$ cat config.mk
export PLATFORM = sky130hd
export DESIGN_NAME = rba_ctrl
export DESIGN_NICKNAME = d
export VERILOG_FILES = /design/src/rtl/rba_pkg.sv /design/src/rtl/rba_ctrl.sv
export SDC_FILE = /design/constraint.sdc
export NUM_CORES = 1
export LEC_CHECK = 0
export ABC_AREA = 0
export BUFFER_PORTS_ARGS = -buffer_cell sky130_fd_sc_hd__buf_2
export CELL_PAD_IN_SITES_DETAIL_PLACEMENT = 0
export CELL_PAD_IN_SITES_GLOBAL_PLACEMENT = 1
export CORE_MARGIN = 3
export CORE_UTILIZATION = 31
export CTS_CLUSTER_SIZE = 40
export DETAILED_ROUTE_END_ITERATION = 10
export PLACE_DENSITY = 0.78
export SLEW_MARGIN = 20
export SYNTH_ARGS = -nofsm -noshare
export SYNTH_HDL_FRONTEND = slang
export SYNTH_SLANG_ARGS = --single-unit
export TNS_END_PERCENT = 5
$ cat constraint.sdc
create_clock -name clk -period 1.8 [get_ports clk]
set_input_delay 0.36 -clock clk [delete_from_list [all_inputs] [get_ports clk]]
set_output_delay 0.36 -clock clk [all_outputs]
set_load 0.005 [all_outputs]
$ cat src/rtl/rba_pkg.sv
`timescale 1ns / 1ps
// ----------------------------------------------------------------------------
// rba_pkg: shared types for the region bump allocator
// Request/result payloads, datapath command codes and status flags.
// ----------------------------------------------------------------------------
package rba_pkg;

    localparam int RBA_AVAIL_DEPTH = 256;
    localparam int RBA_RESV_DEPTH  = 256;
    localparam int RBA_PAGE_SHIFT  = 12;

    localparam logic [2:0] REQ_ADD   = 3'd0;
    localparam logic [2:0] REQ_RESV  = 3'd1;
    localparam logic [2:0] REQ_ALLOC = 3'd2;
    localparam logic [2:0] REQ_QUERY = 3'd3;
    localparam logic [2:0] REQ_COUNT = 3'd4;

    localparam logic REG_UPPER_LIMIT = 1'b0;
    localparam logic REG_ALLOC_FLOOR = 1'b1;

    typedef struct packed {
        logic [2:0]  req_type;
        logic [31:0] region_base;
        logic [31:0] region_size;
        logic [31:0] align_bytes;
        logic [20:0] first_page;
        logic [20:0] last_page;
    } rba_req_t;

    typedef struct packed {
        logic [31:0] alloc_addr;
        logic        ok;
        logic [20:0] page_count;
    } rba_rsp_t;

    typedef enum logic [4:0] {
        OP_NONE,
        OP_LOAD,
        OP_FIN_ZERO,
        OP_RESV,
        OP_A_INIT,
        OP_Q_INIT,
        OP_C_INIT,
        OP_IDX_CLR,
        OP_A_NEXT,
        OP_A_EVAL,
        OP_R_CLR,
        OP_R_NEXT,
        OP_HIT,
        OP_COMMIT,
        OP_FIN_QHIT,
        OP_C_EVAL,
        OP_C_ACC,
        OP_FIN_CNT,
        OP_D_POS,
        OP_S_WR,
        OP_INS
    } rba_op_t;

    typedef struct packed {
        rba_op_t op;
        logic    rd_prev;
    } rba_cmd_t;

    typedef struct packed {
        logic [2:0] req_type;
        logic       size_zero;
        logic       avail_full;
        logic       ai_end;
        logic       ri_end;
        logic       a_skip;
        logic       a_nofit;
        logic       r_hit;
        logic       c_empty;
        logic       c_skip;
        logic       c_stop;
        logic       d_le;
        logic       s_more;
    } rba_stat_t;

    // (v + m) & ~m, carried to 33 bits
    function automatic logic [32:0] rba_round_up(input logic [31:0] v, input logic [31:0] m);
        logic [32:0] s;
        s = {1'b0, v} + {1'b0, m};
        return s & ~{1'b0, m};
    endfunction

endpackage

$ cat src/rtl/rba_ctrl.sv
`timescale 1ns / 1ps
// ----------------------------------------------------------------------------
// rba_ctrl: allocator sequencer
// Walks the tables for each request and issues one datapath command a cycle.
// ----------------------------------------------------------------------------
module rba_ctrl (
    input  logic               clk,
    input  logic               rst_n,
    input  logic               start,
    input  rba_pkg::rba_stat_t stat,
    output rba_pkg::rba_cmd_t  cmd,
    output logic               busy
);
    import rba_pkg::*;

    typedef enum logic [4:0] {
        ST_IDLE, ST_DISPATCH,
        ST_D_RD, ST_D_EV, ST_S_CHK, ST_S_RD, ST_S_WR,
        ST_A_RD, ST_A_EV, ST_A_CHK, ST_R_RD, ST_R_EV,
        ST_C_CHK, ST_C_RD, ST_C_EV, ST_C_ACC
    } state_t;

    state_t state_reg, state_next;
    logic   is_query;

    assign is_query = (stat.req_type == REQ_QUERY);

    always_comb
    begin
        state_next  = state_reg;
        cmd.op      = OP_NONE;
        cmd.rd_prev = (state_reg == ST_S_RD) || (state_reg == ST_S_WR);
        case (state_reg)
            ST_IDLE:
            begin
                if (start)
                begin
                    cmd.op     = OP_LOAD;
                    state_next = ST_DISPATCH;
                end
            end
            ST_DISPATCH:
            begin
                state_next = ST_IDLE;
                case (stat.req_type)
                    REQ_ADD:
                    begin
                        if (stat.avail_full)
                        begin
                            cmd.op = OP_FIN_ZERO;
                        end
                        else
                        begin
                            cmd.op     = OP_IDX_CLR;
                            state_next = ST_D_RD;
                        end
                    end
                    REQ_RESV:
                    begin
                        cmd.op = OP_RESV;
                    end
                    REQ_ALLOC:
                    begin
                        if (stat.size_zero)
                        begin
                            cmd.op = OP_FIN_ZERO;
                        end
                        else
                        begin
                            cmd.op     = OP_A_INIT;
                            state_next = ST_A_RD;
                        end
                    end
                    REQ_QUERY:
                    begin
                        cmd.op     = OP_Q_INIT;
                        state_next = ST_R_RD;
                    end
                    REQ_COUNT:
                    begin
                        cmd.op     = OP_C_INIT;
                        state_next = ST_C_CHK;
                    end
                    default:
                    begin
                        cmd.op = OP_FIN_ZERO;
                    end
                endcase
            end
            ST_D_RD:
            begin
                if (stat.ai_end)
                begin
                    cmd.op     = OP_D_POS;
                    state_next = ST_S_CHK;
                end
                else
                begin
                    state_next = ST_D_EV;
                end
            end
            ST_D_EV:
            begin
                if (stat.d_le)
                begin
                    cmd.op     = OP_A_NEXT;
                    state_next = ST_D_RD;
                end
                else
                begin
                    cmd.op     = OP_D_POS;
                    state_next = ST_S_CHK;
                end
            end
            ST_S_CHK:
            begin
                if (stat.s_more)
                begin
                    state_next = ST_S_RD;
                end
                else
                begin
                    cmd.op     = OP_INS;
                    state_next = ST_IDLE;
                end
            end
            ST_S_RD:
            begin
                state_next = ST_S_WR;
            end
            ST_S_WR:
            begin
                cmd.op     = OP_S_WR;
                state_next = ST_S_CHK;
            end
            ST_A_RD:
            begin
                if (stat.ai_end)
                begin
                    cmd.op     = OP_FIN_ZERO;
                    state_next = ST_IDLE;
                end
                else
                begin
                    state_next = ST_A_EV;
                end
            end
            ST_A_EV:
            begin
                if (stat.a_skip)
                begin
                    cmd.op     = OP_A_NEXT;
                    state_next = ST_A_RD;
                end
                else
                begin
                    cmd.op     = OP_A_EVAL;
                    state_next = ST_A_CHK;
                end
            end
            ST_A_CHK:
            begin
                if (stat.a_nofit)
                begin
                    cmd.op     = OP_A_NEXT;
                    state_next = ST_A_RD;
                end
                else
                begin
                    cmd.op     = OP_R_CLR;
                    state_next = ST_R_RD;
                end
            end
            ST_R_RD:
            begin
                if (stat.ri_end)
                begin
                    cmd.op     = is_query ? OP_FIN_ZERO : OP_COMMIT;
                    state_next = ST_IDLE;
                end
                else
                begin
                    state_next = ST_R_EV;
                end
            end
            ST_R_EV:
            begin
                if (stat.r_hit && is_query)
                begin
                    cmd.op     = OP_FIN_QHIT;
                    state_next = ST_IDLE;
                end
                else if (stat.r_hit)
                begin
                    cmd.op     = OP_HIT;
                    state_next = ST_A_CHK;
                end
                else
                begin
                    cmd.op     = OP_R_NEXT;
                    state_next = ST_R_RD;
                end
            end
            ST_C_CHK:
            begin
                if (stat.c_empty)
                begin
                    cmd.op     = OP_FIN_CNT;
                    state_next = ST_IDLE;
                end
                else
                begin
                    state_next = ST_C_RD;
                end
            end
            ST_C_RD:
            begin
                if (stat.ai_end)
                begin
                    cmd.op     = OP_FIN_CNT;
                    state_next = ST_IDLE;
                end
                else
                begin
                    state_next = ST_C_EV;
                end
            end
            ST_C_EV:
            begin
                if (stat.c_skip)
                begin
                    cmd.op     = OP_A_NEXT;
                    state_next = ST_C_RD;
                end
                else if (stat.c_stop)
                begin
                    cmd.op     = OP_FIN_CNT;
                    state_next = ST_IDLE;
                end
                else
                begin
                    cmd.op     = OP_C_EVAL;
                    state_next = ST_C_ACC;
                end
            end
            ST_C_ACC:
            begin
                cmd.op     = OP_C_ACC;
                state_next = ST_C_RD;
            end
            default:
            begin
                state_next = ST_IDLE;
            end
        endcase
    end

    always_ff @(posedge clk or negedge rst_n)
    begin
        if (!rst_n)
        begin
            state_reg <= ST_IDLE;
        end
        else
        begin
            state_reg <= state_next;
        end
    end

    assign busy = (state_reg != ST_IDLE);

endmodule

== After elaboration in Yosys (flattened, before gate mapping) ==
Cells that the tools add are included.
Widths: inputs -> output; s select.
Word-level totals
  register bits after elaboration: 5
  input bits: 18
  output and inout port bits: 7
  logic and storage cells: 63
Operators by class
  equality and inequality tests: 20
  multiplexer cells: 37
  reductions and logical operators: 5
Operator list (count)
  $pmux 5 s16: 1
  $pmux 5 s15: 1
  $mux 4: 11
  $eq 5x4->1 const B: 8
  $mux 5: 8
  $pmux 5 s5: 1
  $mux 3: 8
  $eq 5x3->1 const B: 4
  $pmux 4 s4: 1
  $eq 5x2->1 const B: 2
  $mux 2: 4
  $eq 3x2->1 const B: 2
  $eq 5x1->1 const B: 1
  $logic_not 5->1: 1
  $reduce_bool 5->1: 1
  $eq 3x1->1 const B: 1
  $eq 3x3->1 const B: 1
  $logic_not 3->1: 1
  $mux 1: 2
  $ne 2x2->1 const B: 1
  $logic_and 1x1->1: 1
  $logic_or 1x1->1: 1

== Depth between registers and ports, before layout ==
Gate-level depths: netlist of the first run.
  depth in word-level cells: 4
  depth in mapped cells: 7
  gate-level depth less buffers: 4

== Worst setup path before layout of the first run ==
No wires, ideal clock.
  kind: reg-to-output
  start: register state_reg[1]
  end: output cmd[1] in the netlist's numbering
  arrival: 1.343 ns
  data required time: 1.440 ns
  path slack: 0.097 ns
  cell stages (with the launch flop): 6
  path buffers: 1
  cell sequence: dfrtp_1 buf_2 nor3_1 nand2_1 o32a_1 nand4_1
RTL lines
  start: declaration: line rba_ctrl.sv:23  | state_t state_reg, state_next;
  start signal: assignment: line rba_ctrl.sv:266  | state_reg <= state_next;
  end: declaration: line rba_ctrl.sv:11  | output rba_pkg::rba_cmd_t cmd,

==> impl_metrics.py, run 1 <==
metrics = {
    "synth": {
        "netlist_area_um2": 817,
        "ys_top_cells_by_area": "dfrtp_1 12%, o21ai_0 6.7%, a21oi_1 6.1%, buf_2 6.1%, nor2_1 5.5%",
        "yosysSeqAreaShare_pct": 12.3,
        "synthArstFlopShare_pct": 100,
        "synth_most_common_cell": "nor2_1",
        "synth.largest_area_cell": "dfrtp_1",
        "post_synth_inst_count": 122,
        "synth_top_cell_area_share_pct": 12.3,
        "syn_area_per_cell_um2": 6.70,
        "ys_types": 40,
        "syn_nets": 140,
        "synth_seq_cells": 4,
        "ys.flop_type": "dfrtp_1",
        "synth_common_cells": "12 x nor2_1, 11 x o21ai_0, 10 x a21oi_1, 10 x buf_2, 8 x nand2_1",
        "yosys_warnings": 0,
        "synth-edff-count": 0,
    },
    "timing": {
        "final-setup-viol-count": 6,
        "fin_ws_ns": -0.171,
        "setup_tns_ns": -0.755,
        "fin_crit_sh_pct": 109,
        "slew_headroom_pct": 75.2,
        "max_freq_mhz": 507,
        "tightestPinTransition_ns": 0.367,
        "drv_slew": 0,
        "finalHoldViolCount": 0,
        "finalClockSkew_ns": 0.0104,
        "rsz0062_at_grt": "true",
        "period_needed_ns": 1.97,
    },
    "floorplan": {
        "die_h_um": 57.3,
        "row_count": 17,
        "coreArea_mm2": 0.00236,
        "start_util_pct": 34.6,
        "io_pins": 25,
        "die_area_mm2": 0.00329,
        "die_width_um": 57.3,
    },
    "critical_path": {
        "critPathKind": "reg -> out",
        "cp_data_required_time_ns": 1.44,
        "cp-end-kind": "output pin",
        "slowest_stage": "dfrtp_2",
        "cpPeakStageDelay_ns": 0.44,
        "cp_num_buf_inv": 4,
        "crit_path_start_kind": "register",
        "cp.arrival_ns": 1.61,
        "cpMostUsedCell": "buf_4",
        "critPathTopFamily": "buffers and inverters",
        "crit_chain": "buf_6, nand4b_1, buf_4, buf_4, o2111ai_1, buf_2",
        "cp_max_fo": 5,
    },
    "layout": {
        "nets": 195,
        "drive_gt1_share_pct": 45.7,
        "fin_area_mm2": 0.00132,
        "largest_register_ffs": 4,
        "area_delta_synth_final_pct": 61.3,
        "antenna_cells": 0,
    },
    "pwr": {
        "p_leak_nw": 0.595,
        "powerDensity_mw_per_mm2": 1260,
        "ir_worst_vdd_v": 0.000714,
    },
    "drt": {
        "drc": 0,
        "drt_first_iter_violations": 62,
        "via_per_inst": 5.96,
        "dr_total_vias": 1209,
        "drt-wirelength-per-cell_um": 16.6,
        "drt_first_pass_iters": 4,
        "wirelength_um": 3370,
        "ant_nets": 0,
    },
    "cts": {
        "cts_tree": "built",
        "clk_pin_slew_ns": 0.04,
        "cts_buffers": 3,
        "clockBufferDepth": 2,
        "clkSinkCount": 4,
        "worstSkewPairLatency_ns": 0.25,
        "cts-root-buf": "clkbuf_4",
        "cts_max_level": 1,
    },
    "worst_hold_path": {
        "hold_class": "in -> reg",
    },
    "run": {
        "drv_cap": 0,
    },
    "grt": {
        "grt_pass1_vias": 1146,
        "track_usage_pct": 19.9,
        "grt_pass1_wl_um": 5250,
        "antenna_found_initial": 0,
        "gr-total-overflow": 0,
        "grt_max_degree": 14,
    },
    "placement": {
        "place.gp.congestion": 0.872,
        "port_buffers": 24,
        "placed_cell_area_mm2": 0.00106,
        "hpwl_um": 2240,
    },
    "status": {
        "status": "finished, violations left",
        "violations": "setup timing",
    },
}
==> area by class of cell <==
cell class                      count  area, um^2
Tap cell                           28        35.0
Sequential cell                     4         105
Inverter                            4        15.0
Multi-Input combinational cell    102         702
Fill cell                         221        1040
Clock buffer                        3        22.5
Timing Repair Buffer               62         438
==> report_power, final <==
group | switching [W] | total (W) | leakage, nW | internal, W
combinational | 0.000628 | 0.00134 | 0.535 | 0.000710
clock | 0.0000413 | 0.000116 | 0.0138 | 0.0000748
sequential | 0.0000761 | 0.000210 | 0.0461 | 0.000134
==> layout by cell type (no fill, tap or decap), types with 2 or more instances in the layout <==
master     netlist  final
nor2b_1          2      2
o2111ai_1        3      3
nor4bb_1         3      3
nand2b_1         7      7
nand4b_1         4      4
buf_4            1     29
nand3b_1         2      2
o21ai_1          0      5
or3_4            0      2
inv_1            4      4
o21ai_0         11      6
a21oi_1         10      9
o32a_1           2      2
or4_1            3      3
nand3_1          4      4
nand4_1          3      3
nor3_4           0      2
mux2i_1          2      2
buf_2           10     24
clkbuf_4         0      3
buf_6            0      8
nand2_1          8      7
nor3_1           4      2
nor2_1          12     11
dfrtp_2          0      4
==> kinds of logic (layout without fill, tap and decap cells) <==
| kind of cell | after synthesis | in the layout | share of synthesized area, % |
|---|---|---|---|
| flip-flops | 4 | 4 | 12.3 |
| AND/OR/NAND/NOR | 65 | 65 | 48.5 |
| buffers and inverters | 16 | 69 | 9.34 |
| AO/OA/AOI/OAI | 35 | 35 | 27.4 |
| multiplexers | 2 | 2 | 2.45 |
==> path summary, 6_finish.rpt <==
kind	startpoint	endpoint	slack [ns]	cells after the start
min	start	state_reg[0]	0.40	2
max	state_reg[1]	cmd[5]	-0.17	6
min in group asynchronous	rst_n	state_reg[3]	0.45	2
max reg2reg	state_reg[1]	state_reg[3]	-0.07	6
max in group asynchronous	rst_n	state_reg[2]	1.21	2
min reg2reg	state_reg[2]	state_reg[1]	0.75	2
==> per-layer routing <==
metal	wire length (um)	vias up	GRT usage, %
met3	214	12	2.04
met4	125	0	10.3
met2	1640	64	34.0
met1	1380	557	24.5
met5	0	-	0
li1	-	576	-
==> repair_timing <==
item	4_1_cts	5_1_grt
endpoints found under the setup margin	5	9
endpoints found under the hold margin	4	0
buffers inserted	13	4
hold buffers	1	0
resized for setup	23	11
pin swaps	8	7
==> through the flow <==
stage | setup WS [ns] | cells | util (%) | hold WS [ns] | total power [W]
final | -0.171 | 203 | 55.8 | 0.399 | 0.00166
after global routing | -0.216 | 203 | 55.8 | 0.394 | 0.00178
after CTS | -0.164 | 199 | 53.4 | 0.395 | 0.00152
after detailed placement | -0.0548 | 182 | 44.9 | 0.169 | 0.00119
after global placement | -0.137 | 182 | 44.9 | 0.167 | 0.00119
after floorplan | 0.0970 | 122 | - | 0.0644 | 0.000786
(Power assumes the default switching activity.)
==> inputs of run 2 (changes only) <==
- ABC_AREA: 0 -> 1
- ABC_CLOCK_PERIOD_IN_PS: unset -> 1800
- CTS_BUF_LIST: unset -> sky130_fd_sc_hd__clkbuf_4 sky130_fd_sc_hd__clkbuf_8
- PLACE_DENSITY: 0.78 -> 0.86
==> impl_metrics.py, run 2 <==
metrics = {
    "synth": {
        "synth.largest_area_cell": "nand2_1",
        "synth-edff-count": 0,
        "netlist_area_um2": 697,
        "ys.flop_type": "dfrtp_1",
        "syn_nets": 158,
        "yosys_warnings": 0,
        "post_synth_inst_count": 140,
        "synth_top_cell_area_share_pct": 23.2,
        "synth_common_cells": "43 x nand2_1, 22 x nand3_1, 22 x nor2_1",
        "synth_most_common_cell": "nand2_1",
        "yosysSeqAreaShare_pct": 14.4,
        "synthArstFlopShare_pct": 100,
        "syn_area_per_cell_um2": 4.98,
        "ys_top_cells_by_area": "nand2_1 23%, nand3_1 16%, dfrtp_1 14%, nor2_1 12%, inv_1 7.0%",
        "synth_seq_cells": 4,
        "ys_types": 16,
    },
    "layout": {
        "final_common_cell": "nand2_1",
        "nets": 195,
        "largest_register_ffs": 4,
        "final_core_util_pct": 49.7,
        "fillers": 214,
        "antenna_cells": 0,
        "mostFrequentLayoutCells": "38 x nand2_1, 24 x buf_2, 22 x nand3_1",
        "drive_gt1_share_pct": 33.7,
        "area_delta_synth_final_pct": 45.6,
    },
    "grt": {
        "track_usage_pct": 19.5,
        "gr-total-overflow": 0,
        "met3_usage_pct": 3.38,
        "met2_usage_pct": 33.5,
        "grt_pass1_wl_um": 4210,
        "grt_pass1_vias": 1043,
        "antenna_found_initial": 0,
        "grt_max_degree": 8,
        "top_usage_layer": "met2",
        "use_met1_pct": 23.6,
    },
    "cts": {
        "clkSinkCount": 4,
        "cts-root-buf": "clkbuf_4",
        "cts_max_level": 1,
        "cts_buffers": 3,
        "clockBufferDepth": 2,
        "cts_tree": "built",
        "worstSkewPairLatency_ns": 0.23,
        "clk_pin_slew_ns": 0.03,
    },
    "critical_path": {
        "critPathKind": "reg -> out",
        "regToRegSetupSlack_ns": 0.37,
        "crit_path_start_kind": "register",
        "cp_data_required_time_ns": 1.44,
        "cp_max_fo": 5,
        "cp.arrival_ns": 1.50,
        "cp-end-kind": "output pin",
    },
    "timing": {
        "slew_headroom_pct": 78.5,
        "max_freq_mhz": 537,
        "rsz0062_at_grt": "true",
        "fin_ws_ns": -0.0625,
        "tightestPinTransition_ns": 0.321,
        "fin_crit_sh_pct": 103,
        "period_needed_ns": 1.86,
        "final-setup-viol-count": 4,
        "finalClockSkew_ns": 0.00199,
        "finalHoldViolCount": 0,
        "drv_slew": 0,
    },
    "floorplan": {
        "io_pins": 25,
        "die_width_um": 53.4,
        "die_h_um": 53.4,
        "die_area_mm2": 0.00285,
        "coreArea_mm2": 0.00204,
        "row_count": 16,
        "start_util_pct": 34.1,
    },
    "drt": {
        "drc": 0,
        "ant_nets": 0,
        "dr_total_vias": 1063,
        "drt_first_iter_violations": 76,
        "wirelength_um": 2550,
        "drt_first_pass_iters": 4,
        "via_per_inst": 5.26,
        "drt-wirelength-per-cell_um": 12.6,
    },
    "pwr": {
        "p_leak_nw": 0.576,
        "powerDensity_mw_per_mm2": 1270,
        "finalPower_w": 0.00129,
        "ir_worst_vdd_v": 0.000797,
    },
    "status": {
        "violations": "setup timing",
        "status": "finished, violations left",
    },
    "worst_hold_path": {
        "hold_class": "in -> reg",
    },
    "placement": {
        "place.gp.congestion": 1.02,
        "hpwl_um": 1940,
        "port_buffers": 24,
    },
    "run": {
        "drv_cap": 0,
    },
}
## run 2: changes by cell type after synthesis, moves of 7 or more
cell / previous run / this run
buf_2: 10 / 0
inv_1: 4 / 13
nand2_1: 8 / 43
nand2b_1: 7 / 0
nand3_1: 4 / 22
nor2_1: 12 / 22
## run 2: cells by family (layout without fill, tap and decap cells)
group | after synthesis | count (layout) | synth area share, %
simple gates | 102 | 102 | 63.7
compound gates | 17 | 17 | 12.7
buf+inv | 17 | 52 | 9.16
flops | 4 | 4 | 14.4
## run 2: per-stage QoR
step	std cells	worst slack (ns)	cell area, um^2	hold WS [ns]	TNS (ns)
2_1_floorplan	140	0.356	697	0.0644	0
3_3_place_gp	194	0.0602	873	0.166	0
3_5_place_dp	194	0.129	873	0.168	0
4_1_cts	201	-0.0214	996	0.439	-0.0306
5_1_grt	202	-0.123	1010	0.488	-0.422
6_report	202	-0.0625	1010	0.447	-0.118
## run 2: final cells by class
class	count	area [um^2]	area share, %
clock buffer	3	22.5	2.22
sequential	4	105	10.4
inverter	17	68.8	6.78
timing repair buffer	32	186	18.4
multi-input combinational	119	598	58.9
tap	27	33.8	3.33
## run 2: timing repair
item / 4_1_cts / 5_1_grt
gates cloned: 0 / 0
resized for setup: 22 / 6
setup endpoints to repair: 4 / 5
hold endpoints to repair: 4 / 0
pin swaps: 4 / 1
buffers inserted: 3 / 1
hold buffers: 1 / 0
## run 2: final timing paths
kind                              start           end  cells after the start
setup reg to reg           state_reg[3]  state_reg[3]                      6
max in group asynchronous         rst_n  state_reg[2]                      2
setup / recovery           state_reg[3]        cmd[2]                      7
min in group asynchronous         rst_n  state_reg[1]                      2
hold / removal                    start  state_reg[0]                      4
hold reg to reg            state_reg[0]  state_reg[0]                      5
## run 2: worst max-delay path, stage by stage (launching register included)
cell      delay, ns
dfrtp_2        0.45
nand2_1        0.20
nor2_1         0.09
nand2_1        0.13
nand3_1        0.08
nor2_1         0.12
nand3b_1       0.08
buf_2          0.13
## run 2: where the power goes
part	internal [W]	switching, W
sequential	0.000139	0.0000908
combinational	0.000393	0.000562
clock	0.0000741	0.0000297
## run 2: metal layers
metal | share of wire, % | wire length, um | vias up
met2 | 48 | 1230 | 61
met5 | 0 | 0 | -
li1 | - | - | 527
met3 | 7.8 | 200 | 4
met4 | 1.3 | 32 | 0
met1 | 43 | 1090 | 471
